$ cat src/sv/kbt_pkg.sv
`default_nettype none

package kbt_pkg;

    localparam int TableLen = 84;

    // configuration register indexes
    localparam logic CFG_BUFFER_START = 1'b0;
    localparam logic CFG_BUFFER_END   = 1'b1;

    localparam logic [15:0] BUFFER_START_RST = 16'd30;
    localparam logic [15:0] BUFFER_END_RST   = 16'd62;

    // scan codes with a job of their own
    localparam logic [7:0] SC_OVERRUN   = 8'hff;
    localparam logic [7:0] SC_BREAK     = 8'h80;
    localparam logic [7:0] SC_CTRL      = 8'h1d;
    localparam logic [7:0] SC_LSHIFT    = 8'h2a;
    localparam logic [7:0] SC_RSHIFT    = 8'h36;
    localparam logic [7:0] SC_ALT       = 8'h38;
    localparam logic [7:0] SC_CAPS      = 8'h3a;
    localparam logic [7:0] SC_NUM       = 8'h45;
    localparam logic [7:0] SC_SCROLL    = 8'h46;
    localparam logic [7:0] SC_KEYPAD_LO = 8'h47;
    localparam logic [7:0] SC_KEYPAD_HI = 8'h53;

    // shift_flags bits
    localparam int FL_RSHIFT = 0;
    localparam int FL_LSHIFT = 1;
    localparam int FL_CTRL   = 2;
    localparam int FL_ALT    = 3;
    localparam int FL_SCROLL = 4;
    localparam int FL_NUM    = 5;
    localparam int FL_CAPS   = 6;

    // lock held bits
    localparam int HL_SCROLL = 0;
    localparam int HL_NUM    = 1;
    localparam int HL_CAPS   = 2;

    typedef struct packed {
        logic [7:0]  scan_code;
        logic [15:0] head_offset;
    } t_kbt_in;

    typedef struct packed {
        logic [15:0] key_code;
        logic        key_valid;
        logic [15:0] write_offset;
        logic        buffer_full;
        logic        overrun;
        logic [7:0]  shift_flags;
        logic        lock_toggled;
    } t_kbt_out;

    // decode result handed from the key decoder to the top level
    typedef struct packed {
        logic [15:0] key;
        logic [7:0]  flags;
        logic [2:0]  held;
        logic        toggled;
        logic        overrun;
    } t_kbt_dec;

    // ring write status
    typedef struct packed {
        logic        valid;
        logic [15:0] offset;
        logic        full;
    } t_kbt_wr;

    localparam logic [15:0] TBL_PLAIN [TableLen] = '{
        16'h0000, 16'h011b, 16'h0231, 16'h0332, 16'h0433, 16'h0534, 16'h0635, 16'h0736,
        16'h0837, 16'h0938, 16'h0a39, 16'h0b30, 16'h0c2d, 16'h0d3d, 16'h0e08, 16'h0f09,
        16'h1071, 16'h1177, 16'h1265, 16'h1372, 16'h1474, 16'h1579, 16'h1675, 16'h1769,
        16'h186f, 16'h1970, 16'h1a5b, 16'h1b5d, 16'h1c0d, 16'h0000, 16'h1e61, 16'h1f73,
        16'h2064, 16'h2166, 16'h2267, 16'h2368, 16'h246a, 16'h256b, 16'h266c, 16'h273b,
        16'h2827, 16'h2960, 16'h0000, 16'h2b5c, 16'h2c7a, 16'h2d78, 16'h2e63, 16'h2f76,
        16'h3062, 16'h316e, 16'h326d, 16'h332c, 16'h342e, 16'h352f, 16'h0000, 16'h372a,
        16'h0000, 16'h3920, 16'h0000, 16'h3b00, 16'h3c00, 16'h3d00, 16'h3e00, 16'h3f00,
        16'h4000, 16'h4100, 16'h4200, 16'h4300, 16'h4400, 16'h0000, 16'h0000, 16'h4700,
        16'h4800, 16'h4900, 16'h4a2d, 16'h4b00, 16'h4c00, 16'h4d00, 16'h4e2b, 16'h4f00,
        16'h5000, 16'h5100, 16'h5200, 16'h5300
    };

    localparam logic [15:0] TBL_SHIFT [TableLen] = '{
        16'h0000, 16'h011b, 16'h0221, 16'h0340, 16'h0423, 16'h0524, 16'h0625, 16'h075e,
        16'h0826, 16'h092a, 16'h0a28, 16'h0b29, 16'h0c5f, 16'h0d2b, 16'h0e08, 16'h0f00,
        16'h1051, 16'h1157, 16'h1245, 16'h1352, 16'h1454, 16'h1559, 16'h1655, 16'h1749,
        16'h184f, 16'h1950, 16'h1a7b, 16'h1b7d, 16'h1c0d, 16'h0000, 16'h1e41, 16'h1f53,
        16'h2044, 16'h2146, 16'h2247, 16'h2348, 16'h244a, 16'h254b, 16'h264c, 16'h273a,
        16'h2822, 16'h297e, 16'h0000, 16'h2b7c, 16'h2c5a, 16'h2d58, 16'h2e43, 16'h2f56,
        16'h3042, 16'h314e, 16'h324d, 16'h333c, 16'h343e, 16'h353f, 16'h0000, 16'h0000,
        16'h0000, 16'h3920, 16'h0000, 16'h5400, 16'h5500, 16'h5600, 16'h5700, 16'h5800,
        16'h5900, 16'h5a00, 16'h5b00, 16'h5c00, 16'h5d00, 16'h0000, 16'h0000, 16'h4737,
        16'h4838, 16'h4939, 16'h4a2d, 16'h4b34, 16'h4c35, 16'h4d36, 16'h4e2b, 16'h4f31,
        16'h5032, 16'h5133, 16'h5230, 16'h532e
    };

    localparam logic [15:0] TBL_CTRL [TableLen] = '{
        16'h0000, 16'h011b, 16'h0000, 16'h0300, 16'h0000, 16'h0000, 16'h0000, 16'h071e,
        16'h0000, 16'h0000, 16'h0000, 16'h0000, 16'h0c1f, 16'h0000, 16'h0e7f, 16'h9400,
        16'h1011, 16'h1117, 16'h1205, 16'h1312, 16'h1414, 16'h1519, 16'h1615, 16'h1709,
        16'h180f, 16'h1910, 16'h1a1b, 16'h1b1d, 16'h1c0a, 16'h0000, 16'h1e01, 16'h1f13,
        16'h2004, 16'h2106, 16'h2207, 16'h2308, 16'h240a, 16'h250b, 16'h260c, 16'h0000,
        16'h0000, 16'h0000, 16'h0000, 16'h2b1c, 16'h2c1a, 16'h2d18, 16'h2e03, 16'h2f16,
        16'h3002, 16'h310e, 16'h320d, 16'h0000, 16'h0000, 16'h0000, 16'h0000, 16'h9600,
        16'h0000, 16'h3920, 16'h0000, 16'h5e00, 16'h5f00, 16'h6000, 16'h6100, 16'h6200,
        16'h6300, 16'h6400, 16'h6500, 16'h6600, 16'h6700, 16'h0000, 16'h0000, 16'h7700,
        16'h8d00, 16'h8400, 16'h8e00, 16'h7300, 16'h8f00, 16'h7400, 16'h0000, 16'h7500,
        16'h9100, 16'h7600, 16'h9200, 16'h9300
    };

    // alt keys carry only the scan byte
    localparam logic [7:0] TBL_ALT [TableLen] = '{
        8'h00, 8'h01, 8'h78, 8'h79, 8'h7a, 8'h7b, 8'h7c, 8'h7d,
        8'h7e, 8'h7f, 8'h80, 8'h81, 8'h82, 8'h83, 8'h0e, 8'ha5,
        8'h10, 8'h11, 8'h12, 8'h13, 8'h14, 8'h15, 8'h16, 8'h17,
        8'h18, 8'h19, 8'h1a, 8'h1b, 8'ha6, 8'h00, 8'h1e, 8'h1f,
        8'h20, 8'h21, 8'h22, 8'h23, 8'h24, 8'h25, 8'h26, 8'h27,
        8'h28, 8'h29, 8'h00, 8'h2b, 8'h2c, 8'h2d, 8'h2e, 8'h2f,
        8'h30, 8'h31, 8'h32, 8'h33, 8'h34, 8'h35, 8'h00, 8'h37,
        8'h00, 8'h39, 8'h00, 8'h68, 8'h69, 8'h6a, 8'h6b, 8'h6c,
        8'h6d, 8'h6e, 8'h6f, 8'h70, 8'h71, 8'h00, 8'h00, 8'h97,
        8'h98, 8'h99, 8'h4a, 8'h9b, 8'h9c, 8'h9d, 8'h4e, 8'h9f,
        8'ha0, 8'ha1, 8'ha2, 8'ha3
    };

endpackage

`default_nettype wire

$ cat src/sv/kbt_keys.sv
`default_nettype none

module kbt_keys (
    input  wire logic [7:0]        i_scan_code,
    input  wire logic [7:0]        i_flags,
    input  wire logic [2:0]        i_held,
    output kbt_pkg::t_kbt_dec      o_dec
);
    import kbt_pkg::*;

    logic       do_xlate;
    logic       in_table;
    logic       inv;
    logic [6:0] idx;
    logic [15:0] key;

    // modifier and lock codes
    always_comb begin
        o_dec.flags   = i_flags;
        o_dec.held    = i_held;
        o_dec.toggled = 1'b0;
        o_dec.overrun = 1'b0;
        do_xlate      = 1'b0;
        case (i_scan_code)
            SC_OVERRUN:             o_dec.overrun = 1'b1;
            SC_LSHIFT:              o_dec.flags[FL_LSHIFT] = 1'b1;
            SC_LSHIFT | SC_BREAK:   o_dec.flags[FL_LSHIFT] = 1'b0;
            SC_RSHIFT:              o_dec.flags[FL_RSHIFT] = 1'b1;
            SC_RSHIFT | SC_BREAK:   o_dec.flags[FL_RSHIFT] = 1'b0;
            SC_CTRL:                o_dec.flags[FL_CTRL] = 1'b1;
            SC_CTRL | SC_BREAK:     o_dec.flags[FL_CTRL] = 1'b0;
            SC_ALT:                 o_dec.flags[FL_ALT] = 1'b1;
            SC_ALT | SC_BREAK:      o_dec.flags[FL_ALT] = 1'b0;
            SC_CAPS: begin
                o_dec.flags[FL_CAPS] = ~i_flags[FL_CAPS];
                o_dec.held[HL_CAPS]  = 1'b1;
                o_dec.toggled        = 1'b1;
            end
            SC_CAPS | SC_BREAK:     o_dec.held[HL_CAPS] = 1'b0;
            SC_NUM: begin
                o_dec.flags[FL_NUM] = ~i_flags[FL_NUM];
                o_dec.held[HL_NUM]  = 1'b1;
                o_dec.toggled       = 1'b1;
            end
            SC_NUM | SC_BREAK:      o_dec.held[HL_NUM] = 1'b0;
            SC_SCROLL: begin
                o_dec.flags[FL_SCROLL] = ~i_flags[FL_SCROLL];
                o_dec.held[HL_SCROLL]  = 1'b1;
                o_dec.toggled          = 1'b1;
            end
            SC_SCROLL | SC_BREAK:   o_dec.held[HL_SCROLL] = 1'b0;
            default:                do_xlate = 1'b1;
        endcase
    end

    // table translation uses the flags from before this code
    always_comb begin
        idx      = i_scan_code[6:0];
        in_table = (i_scan_code < 8'(TableLen));
        inv      = 1'b0;
        if (i_scan_code >= SC_KEYPAD_LO && i_scan_code <= SC_KEYPAD_HI) begin
            inv = i_flags[FL_NUM];
        end else if ((i_scan_code >= 8'h10 && i_scan_code <= 8'h19) ||
                     (i_scan_code >= 8'h1e && i_scan_code <= 8'h26) ||
                     (i_scan_code >= 8'h2c && i_scan_code <= 8'h32)) begin
            inv = i_flags[FL_CAPS];
        end
        if (!in_table || !do_xlate) begin
            key = 16'h0000;
        end else if (i_flags[FL_ALT]) begin
            key = {TBL_ALT[idx], 8'h00};
        end else if (i_flags[FL_CTRL]) begin
            key = TBL_CTRL[idx];
        end else if (inv ^ (i_flags[FL_RSHIFT] | i_flags[FL_LSHIFT])) begin
            key = TBL_SHIFT[idx];
        end else begin
            key = TBL_PLAIN[idx];
        end
    end

    assign o_dec.key = key;

endmodule

`default_nettype wire

$ cat src/sv/kbt_ring.sv
`default_nettype none

module kbt_ring #(
    parameter int OW = 16
) (
    input  wire logic              i_clk,
    input  wire logic              i_rst_n,
    input  wire logic              i_cfg_we,
    input  wire logic              i_cfg_index,
    input  wire logic [15:0]       i_cfg_data,
    input  wire logic              i_step,
    input  wire logic              i_key_nz,
    input  wire logic [15:0]       i_head,
    output kbt_pkg::t_kbt_wr       o_wr
);
    import kbt_pkg::*;

    localparam int XW = OW + 16;

    logic [OW-1:0] r_start;
    logic [OW-1:0] r_end;
    logic [OW-1:0] r_tail;
    logic [OW-1:0] n_tail;

    logic [XW-1:0] cfg_x;
    logic [XW-1:0] head_x;
    logic [XW-1:0] tail_x;
    logic [OW-1:0] cfg_w;
    logic [OW-1:0] head_w;
    logic [OW-1:0] inc_tail;
    logic [OW-1:0] room;
    logic [OW-1:0] next_slot;
    logic          hit_head;

    assign cfg_x  = {{OW{1'b0}}, i_cfg_data};
    assign head_x = {{OW{1'b0}}, i_head};
    assign tail_x = {16'h0000, r_tail};
    assign cfg_w  = cfg_x[OW-1:0];
    assign head_w = head_x[OW-1:0];

    // wrap to start once fewer than two bytes remain before the end
    assign inc_tail  = r_tail + OW'(2);
    assign room      = r_end - inc_tail;
    assign next_slot = (room < OW'(2)) ? r_start : inc_tail;
    assign hit_head  = (next_slot == head_w);

    assign o_wr.valid  = i_key_nz && !hit_head;
    assign o_wr.full   = i_key_nz && hit_head;
    assign o_wr.offset = o_wr.valid ? tail_x[15:0] : 16'h0000;

    assign n_tail = (i_step && o_wr.valid) ? next_slot : r_tail;

    always_ff @(posedge i_clk) begin
        if (!i_rst_n) begin
            r_start <= OW'(BUFFER_START_RST);
            r_end   <= OW'(BUFFER_END_RST);
            r_tail  <= OW'(BUFFER_START_RST);
        end else begin
            r_tail <= n_tail;
            if (i_cfg_we) begin
                case (i_cfg_index)
                    CFG_BUFFER_START: r_start <= cfg_w;
                    CFG_BUFFER_END:   r_end   <= cfg_w;
                    default:          r_start <= r_start;
                endcase
            end
        end
    end

endmodule

`default_nettype wire

$ cat src/sv/keyboard_scan_code_translator.sv
`default_nettype none

// channel   direction  handshake                 payload
// in        to block   i_in_valid / o_in_stall   i_in_data  (scan code, head offset)
// out       from block o_out_valid / i_out_stall o_out_data (key, ring status, flags)
// cfg       to block   i_cfg_we                  i_cfg_index, i_cfg_data
//
// one request per cycle sustained while the result is not stalled; an accepted request passes
// through the input register, then decode, table lookup and tail update into the result register
// synchronous active-low reset clears flags, lock bits, valids and sets the tail to 30
// a stalled result holds the pipe; the input register still takes a request when the
// result register is free or being emptied in the same cycle

module keyboard_scan_code_translator #(
    parameter int OFFSET_WIDTH = 16
) (
    input  wire logic              i_clk,
    input  wire logic              i_rst_n,
    input  wire logic              i_in_valid,
    output      logic              o_in_stall,
    input  wire kbt_pkg::t_kbt_in  i_in_data,
    output      logic              o_out_valid,
    input  wire logic              i_out_stall,
    output      kbt_pkg::t_kbt_out o_out_data,
    input  wire logic              i_cfg_we,
    input  wire logic              i_cfg_index,
    input  wire logic [15:0]       i_cfg_data
);
    import kbt_pkg::*;

    logic      r_in_valid;
    t_kbt_in   r_in;
    logic      r_out_valid;
    t_kbt_out  r_out;
    t_kbt_out  n_out;
    logic [7:0] r_flags;
    logic [2:0] r_held;

    t_kbt_dec  dec;
    t_kbt_wr   wr;
    logic      out_free;
    logic      step;

    assign out_free   = !r_out_valid || !i_out_stall;
    assign step       = r_in_valid && out_free;
    assign o_in_stall = r_in_valid && !out_free;

    kbt_keys u_keys (
        .i_scan_code (r_in.scan_code),
        .i_flags     (r_flags),
        .i_held      (r_held),
        .o_dec       (dec)
    );

    kbt_ring #(
        .OW (OFFSET_WIDTH)
    ) u_ring (
        .i_clk       (i_clk),
        .i_rst_n     (i_rst_n),
        .i_cfg_we    (i_cfg_we),
        .i_cfg_index (i_cfg_index),
        .i_cfg_data  (i_cfg_data),
        .i_step      (step),
        .i_key_nz    (dec.key != 16'h0000),
        .i_head      (r_in.head_offset),
        .o_wr        (wr)
    );

    always_comb begin
        n_out.key_code     = dec.key;
        n_out.key_valid    = wr.valid;
        n_out.write_offset = wr.offset;
        n_out.buffer_full  = wr.full;
        n_out.overrun      = dec.overrun;
        n_out.shift_flags  = dec.flags;
        n_out.lock_toggled = dec.toggled;
    end

    always_ff @(posedge i_clk) begin
        if (!i_rst_n) begin
            r_in_valid  <= 1'b0;
            r_out_valid <= 1'b0;
            r_flags     <= 8'h00;
            r_held      <= 3'b000;
        end else begin
            if (!o_in_stall) begin
                r_in_valid <= i_in_valid;
            end
            if (out_free) begin
                r_out_valid <= r_in_valid;
            end
            if (step) begin
                r_flags <= dec.flags;
                r_held  <= dec.held;
            end
        end
    end

    always_ff @(posedge i_clk) begin
        if (!o_in_stall) begin
            r_in <= i_in_data;
        end
        if (step) begin
            r_out <= n_out;
        end
    end

    assign o_out_valid = r_out_valid;
    assign o_out_data  = r_out;

    a_store_not_full: assert property (@(posedge i_clk) disable iff (!i_rst_n)
        r_out_valid |-> !(r_out.key_valid && r_out.buffer_full))
        else $error("key both stored and dropped");

    a_store_has_key: assert property (@(posedge i_clk) disable iff (!i_rst_n)
        (r_out_valid && (r_out.key_valid || r_out.buffer_full)) |-> (r_out.key_code != 16'h0000))
        else $error("ring activity without a key");

    a_overrun_quiet: assert property (@(posedge i_clk) disable iff (!i_rst_n)
        (r_out_valid && r_out.overrun) |->
            (r_out.key_code == 16'h0000 && !r_out.lock_toggled))
        else $error("overrun produced a key or toggle");

    a_flags_hold: assert property (@(posedge i_clk) disable iff (!i_rst_n)
        (!step && $past(i_rst_n)) |=> (r_flags == $past(r_flags)))
        else $error("flags moved without a request");

endmodule

`default_nettype wire

$ cat config.mk
export PLATFORM = sky130hd
export DESIGN_NAME = keyboard_scan_code_translator
export DESIGN_NICKNAME = d
export VERILOG_FILES = /design/src/sv/kbt_pkg.sv /design/src/sv/kbt_keys.sv /design/src/sv/kbt_ring.sv /design/src/sv/keyboard_scan_code_translator.sv
export SDC_FILE = /design/constraint.sdc
export NUM_CORES = 1
export LEC_CHECK = 0
export BUFFER_PORTS_ARGS = -buffer_cell sky130_fd_sc_hd__clkbuf_2
export CAP_MARGIN = 10
export CORE_MARGIN = 2
export CORE_UTILIZATION = 29
export DETAILED_ROUTE_END_ITERATION = 16
export PLACE_DENSITY = 0.48
export SETUP_SLACK_MARGIN = 0.05
export SLEW_MARGIN = 5
export SYNTH_ARGS = -nofsm -noshare
export SYNTH_HDL_FRONTEND = slang
export SYNTH_SLANG_ARGS = --single-unit
$ cat constraint.sdc
create_clock -name i_clk -period 4.7 [get_ports i_clk]
set_clock_uncertainty 0.15 [all_clocks]
set_input_delay 0.705 -clock i_clk [delete_from_list [all_inputs] [get_ports i_clk]]
set_output_delay 0.705 -clock i_clk [all_outputs]
set_load 0.02 [all_outputs]
==> results by group <==
Synth
  • EDFF count, synth: 66
  • Post-synthesis average cell area: 7.93 um2
  • Area share of fa/ha/maj cells after synthesis: 0.0404
  • Commonest cells post-synth: 178 x sky130_fd_sc_hd__nand2_1, 111 x sky130_fd_sc_hd__a21oi_1, 77 x sky130_fd_sc_hd__nor2_1, 66 x sky130_fd_sc_hd__edfxtp_1, 66 x sky130_fd_sc_hd__o21ai_0
  • Synthesis warning total: 0
  • Synth cell types: 91
  • Library cell with the highest instance count after synthesis: sky130_fd_sc_hd__nand2_1
  • Dominant synthesized flop cell: sky130_fd_sc_hd__edfxtp_1
  • Share of synthesized area spent on multiplexers: 0.0320
  • Leading area contributor after synthesis: sky130_fd_sc_hd__edfxtp_1
  • Synthesized-area fraction occupied by xor and xnor cells: 0.0306
  • Compound-Gate Fraction of Synth Area: 0.270
  • Area fraction of the dominant cell type after synthesis: 0.203
  • Cells after Synth: 1234
  • Async set-reset flop share out of synthesis: 0
  • Post-synthesis share of cell area spent on and, or, nand and nor gates: 0.251
  • Sequential cell area fraction in the yosys report: 0.319
  • Area contributors post-synth: sky130_fd_sc_hd__edfxtp_1 20%, sky130_fd_sc_hd__dfxtp_1 12%, sky130_fd_sc_hd__nand2_1 6.8%
  • Main combinational cell family by area after synthesis: compound AO/OA/AOI/OAI gates
  • Synthesized flop and latch total: 123
  • Post-synthesis instance area: 9780 um2

Floorplan
  • Initial standard-cell utilization of the core: 0.293
  • Die span in x: 188 um
  • Die area: 35200 um2
  • DIE HEIGHT: 188 um
  • Placement Rows: 67
  • Core ar.: 33400 um2
  • Ports: 92

Finish
  • Count of non-filler cells in the finished layout: 1904
  • Post-synthesis to final-layout area growth: 32.5%
  • Diodes inserted: 0
  • Number of nets in the finished design: 1520
  • Total of fill cells in the finished design: 3508
  • Layout cells sized above 1: 0.287

Clocking
  • Max H-tree Level: 4
  • Clock Sinks: 123
  • Max Buffers Root-to-Sink: 2
  • CTS tree: yes
  • Count of hold buffers inserted by post-cts repair: 0
  • Clk slew on worst S/H paths: 0.06 ns
  • Number of buffers created by CTS: 17
  • Worst-Skew Late Latency: 0.43 ns
  • Root Buffer: sky130_fd_sc_hd__clkbuf_16

Detailed routing
  • Number of detailed-routing iterations run before antenna repair: 5
  • Remaining antenna violation count: 0
  • Detailed Route WL: 41900 um
  • Vias after detailed routing: 10.7k
  • Drt wl/cell: 22.0 um
  • Vias/cell: 5.63
  • Remaining routing DRC violations: 0
  • Number of DRC markers after the initial detailed-route iteration: 923

Worst setup path
  • Highest fanout seen on the critical path: 9
  • Endpoint class of the critical path: flop
  • Crit Path Category: flop to flop
  • Data arrival at the endpoint of the critical path: 5.12 ns
  • Launching element type of the critical path: flop
  • CP Data Required Time: 4.88 ns

STA
  • Worst rel slew slack: 0.415
  • Portion of the clock cycle consumed by the worst path in the final layout: 1.05
  • Setup repair after global routing missed its margin: true
  • Hold_ws: 0.294 ns
  • Measured slew at the worst slew-check pin: 0.875 ns
  • Total Neg Setup Slack: -6.71 ns
  • Max Clk Rate: 0.202 GHz
  • Fin worst setup slack: -0.243 ns
  • Min Clock Period, post-route: 4.94 ns
  • Setup-violating endpoint count in the final report: 34
  • Number of endpoints with negative hold slack in the final report: 0
  • Number of pins exceeding their max-slew limit in the final report: 0

Global routing
  • First-pass GRT wire length: 62900 um
  • Antenna violations before repair: 0
  • Final global-route overflow total: 0
  • Overall Global Routing Usage: 0.234
  • Maximum number of pins on one net before global-route repair: 48
  • Number of global-route vias before repair: 10.5k

Pwr
  • Static power due to leakage: 5.03 nW
  • Peak supply drop: 0.000252 V
  • Power per standard cell area: 298 nW/um2

Placement
  • HPWL after detailed placement: 31200 um
  • Cell total after placement: 1855
  • RD Place Congestion: 0.977
  • Buffers on Ports: 89

Flow run
  • Maxcap violations: 0

Min path
  • Class of the tightest hold or removal check: primary input to flop

Outcome
  • Violated checks: negative setup slack
  • Status: finished with violations
-- metrics by stage --
stage,worst slack [ns],area [um2],utilization,total power [mW]
floorplan,-0.154,9890,-,1.96
global placement,-0.381,11900,0.356,2.50
detailed placement,-0.418,11900,0.356,2.48
CTS,-0.239,12800,0.383,3.84
global route,-0.493,13000,0.389,4.04
finish,-0.243,13000,0.389,3.86
-- repair_timing --
item / in CTS / in global routing
setup buffers: 11 / 4
pin swaps: 12 / 11
gates cloned: 1 / 1
gates resized for setup: 43 / 25
setup endpoints to repair: 34 / 34
-- kinds of logic after synthesis --
logic type,Yosys count
muxes,26
and+or+nand+nor,491
buffers and inverters,131
adders and majority gates,31
DFF,123
other,1
AOI/OAI and AO/OA,399
xor gates and xnor gates,32
-- path summary, 6_finish.rpt --
| check | slack [ns] | start | cells after the start | end |
|---|---|---|---|---|
| worst min-delay path | 0.29 | i_in_data[8] | 1 | r_in[8] |
| worst min register to register | 0.31 | u_ring.r_end[0] | 2 | u_ring.r_end[0] |
| worst max-delay path | -0.24 | u_ring.r_tail[1] | 24 | u_ring.r_tail[11] |
| worst max register to register | -0.24 | u_ring.r_tail[1] | 24 | u_ring.r_tail[11] |
-- power breakdown --
group | switching (mW) | total [mW] | internal (mW)
Sequential | 0.0455 | 1.24 | 1.19
Combinational | 0.757 | 1.34 | 0.582
Clock | 0.545 | 1.28 | 0.738
-- cells in the final DEF, fill, tap and decap left out, types with 7 or more instances in the layout --
cell type,netlist,routed
sky130_fd_sc_hd__inv_1,33,27
sky130_fd_sc_hd__nand2b_1,21,21
sky130_fd_sc_hd__o21a_1,12,11
sky130_fd_sc_hd__dfxtp_1,57,52
sky130_fd_sc_hd__or4_1,13,12
sky130_fd_sc_hd__a21o_1,7,7
sky130_fd_sc_hd__a21oi_1,111,104
sky130_fd_sc_hd__buf_4,3,186
sky130_fd_sc_hd__o31a_1,7,7
sky130_fd_sc_hd__mux2i_1,20,19
sky130_fd_sc_hd__nand2_1,178,177
sky130_fd_sc_hd__o221ai_1,9,9
sky130_fd_sc_hd__a311oi_1,10,10
sky130_fd_sc_hd__nand4_1,10,10
sky130_fd_sc_hd__o211ai_1,34,34
sky130_fd_sc_hd__a31oi_1,12,11
sky130_fd_sc_hd__ha_1,30,22
sky130_fd_sc_hd__edfxtp_1,66,66
sky130_fd_sc_hd__clkbuf_2,1,89
sky130_fd_sc_hd__nand3_1,41,39
sky130_fd_sc_hd__clkbuf_16,0,18
sky130_fd_sc_hd__inv_2,1,7
sky130_fd_sc_hd__o21ai_0,66,65
sky130_fd_sc_hd__nor3b_1,7,7
sky130_fd_sc_hd__a21oi_2,1,7
sky130_fd_sc_hd__nor3_1,29,24
sky130_fd_sc_hd__nor2b_1,39,38
sky130_fd_sc_hd__and2_1,24,23
sky130_fd_sc_hd__xnor2_1,17,10
sky130_fd_sc_hd__a211oi_1,18,16
sky130_fd_sc_hd__a22oi_1,8,8
sky130_fd_sc_hd__nor2_1,77,73
sky130_fd_sc_hd__xnor2_2,0,7
sky130_fd_sc_hd__xor2_1,14,11
sky130_fd_sc_hd__o22ai_1,27,27
-- sequential cells by signal (all words and copies together) (netlist names) --
name	count
u_ring.r_start	16
o_out_valid	1
u_ring.r_tail	16
r_in_valid	1
o_out_data	42
u_ring.r_end	16
r_flags	7
r_in	24
-- per-layer routing --
layer	track usage	share of wire	up-vias
met5	0	0	-
met4	0.112	0.045	0
met1	0.283	0.40	5089
met2	0.402	0.49	516
met3	0.0387	0.063	109
li1	-	-	4996
-- layout make-up --
cell class | instances | area [um2] | share of cell area
timing repair buffer | 285 | 2010 | 0.155
sequential | 123 | 3130 | 0.242
inverter | 34 | 128 | 0.00984
clock inverter | 14 | 136 | 0.0105
clock buffer | 18 | 429 | 0.0331
tap | 448 | 561 | 0.0432
multi-input combinational | 982 | 6560 | 0.506
-- worst max-delay path, stage by stage, from the launching register on --
cell and delay (ns):
sky130_fd_sc_hd__dfxtp_2 0.34, sky130_fd_sc_hd__ha_2 0.21, sky130_fd_sc_hd__nand2_2 0.07, sky130_fd_sc_hd__nor2_2 0.09, sky130_fd_sc_hd__and3_1 0.21, sky130_fd_sc_hd__xor2_2 0.20, sky130_fd_sc_hd__inv_2 0.10, sky130_fd_sc_hd__ha_4 0.31
sky130_fd_sc_hd__buf_4 0.12, sky130_fd_sc_hd__and4_1 0.26, sky130_fd_sc_hd__a211oi_4 0.05, sky130_fd_sc_hd__buf_4 0.14, sky130_fd_sc_hd__a211oi_1 0.24, sky130_fd_sc_hd__buf_4 0.16, sky130_fd_sc_hd__nand4bb_1 0.11, sky130_fd_sc_hd__buf_4 0.18
sky130_fd_sc_hd__or3_4 0.38, sky130_fd_sc_hd__and3b_1 0.19, sky130_fd_sc_hd__or4_4 0.54, sky130_fd_sc_hd__nor4_4 0.15, sky130_fd_sc_hd__buf_6 0.18, sky130_fd_sc_hd__buf_12 0.13, sky130_fd_sc_hd__buf_12 0.12, sky130_fd_sc_hd__nor3_2 0.04
sky130_fd_sc_hd__o21a_1 0.16
(Power assumes the default switching activity.)
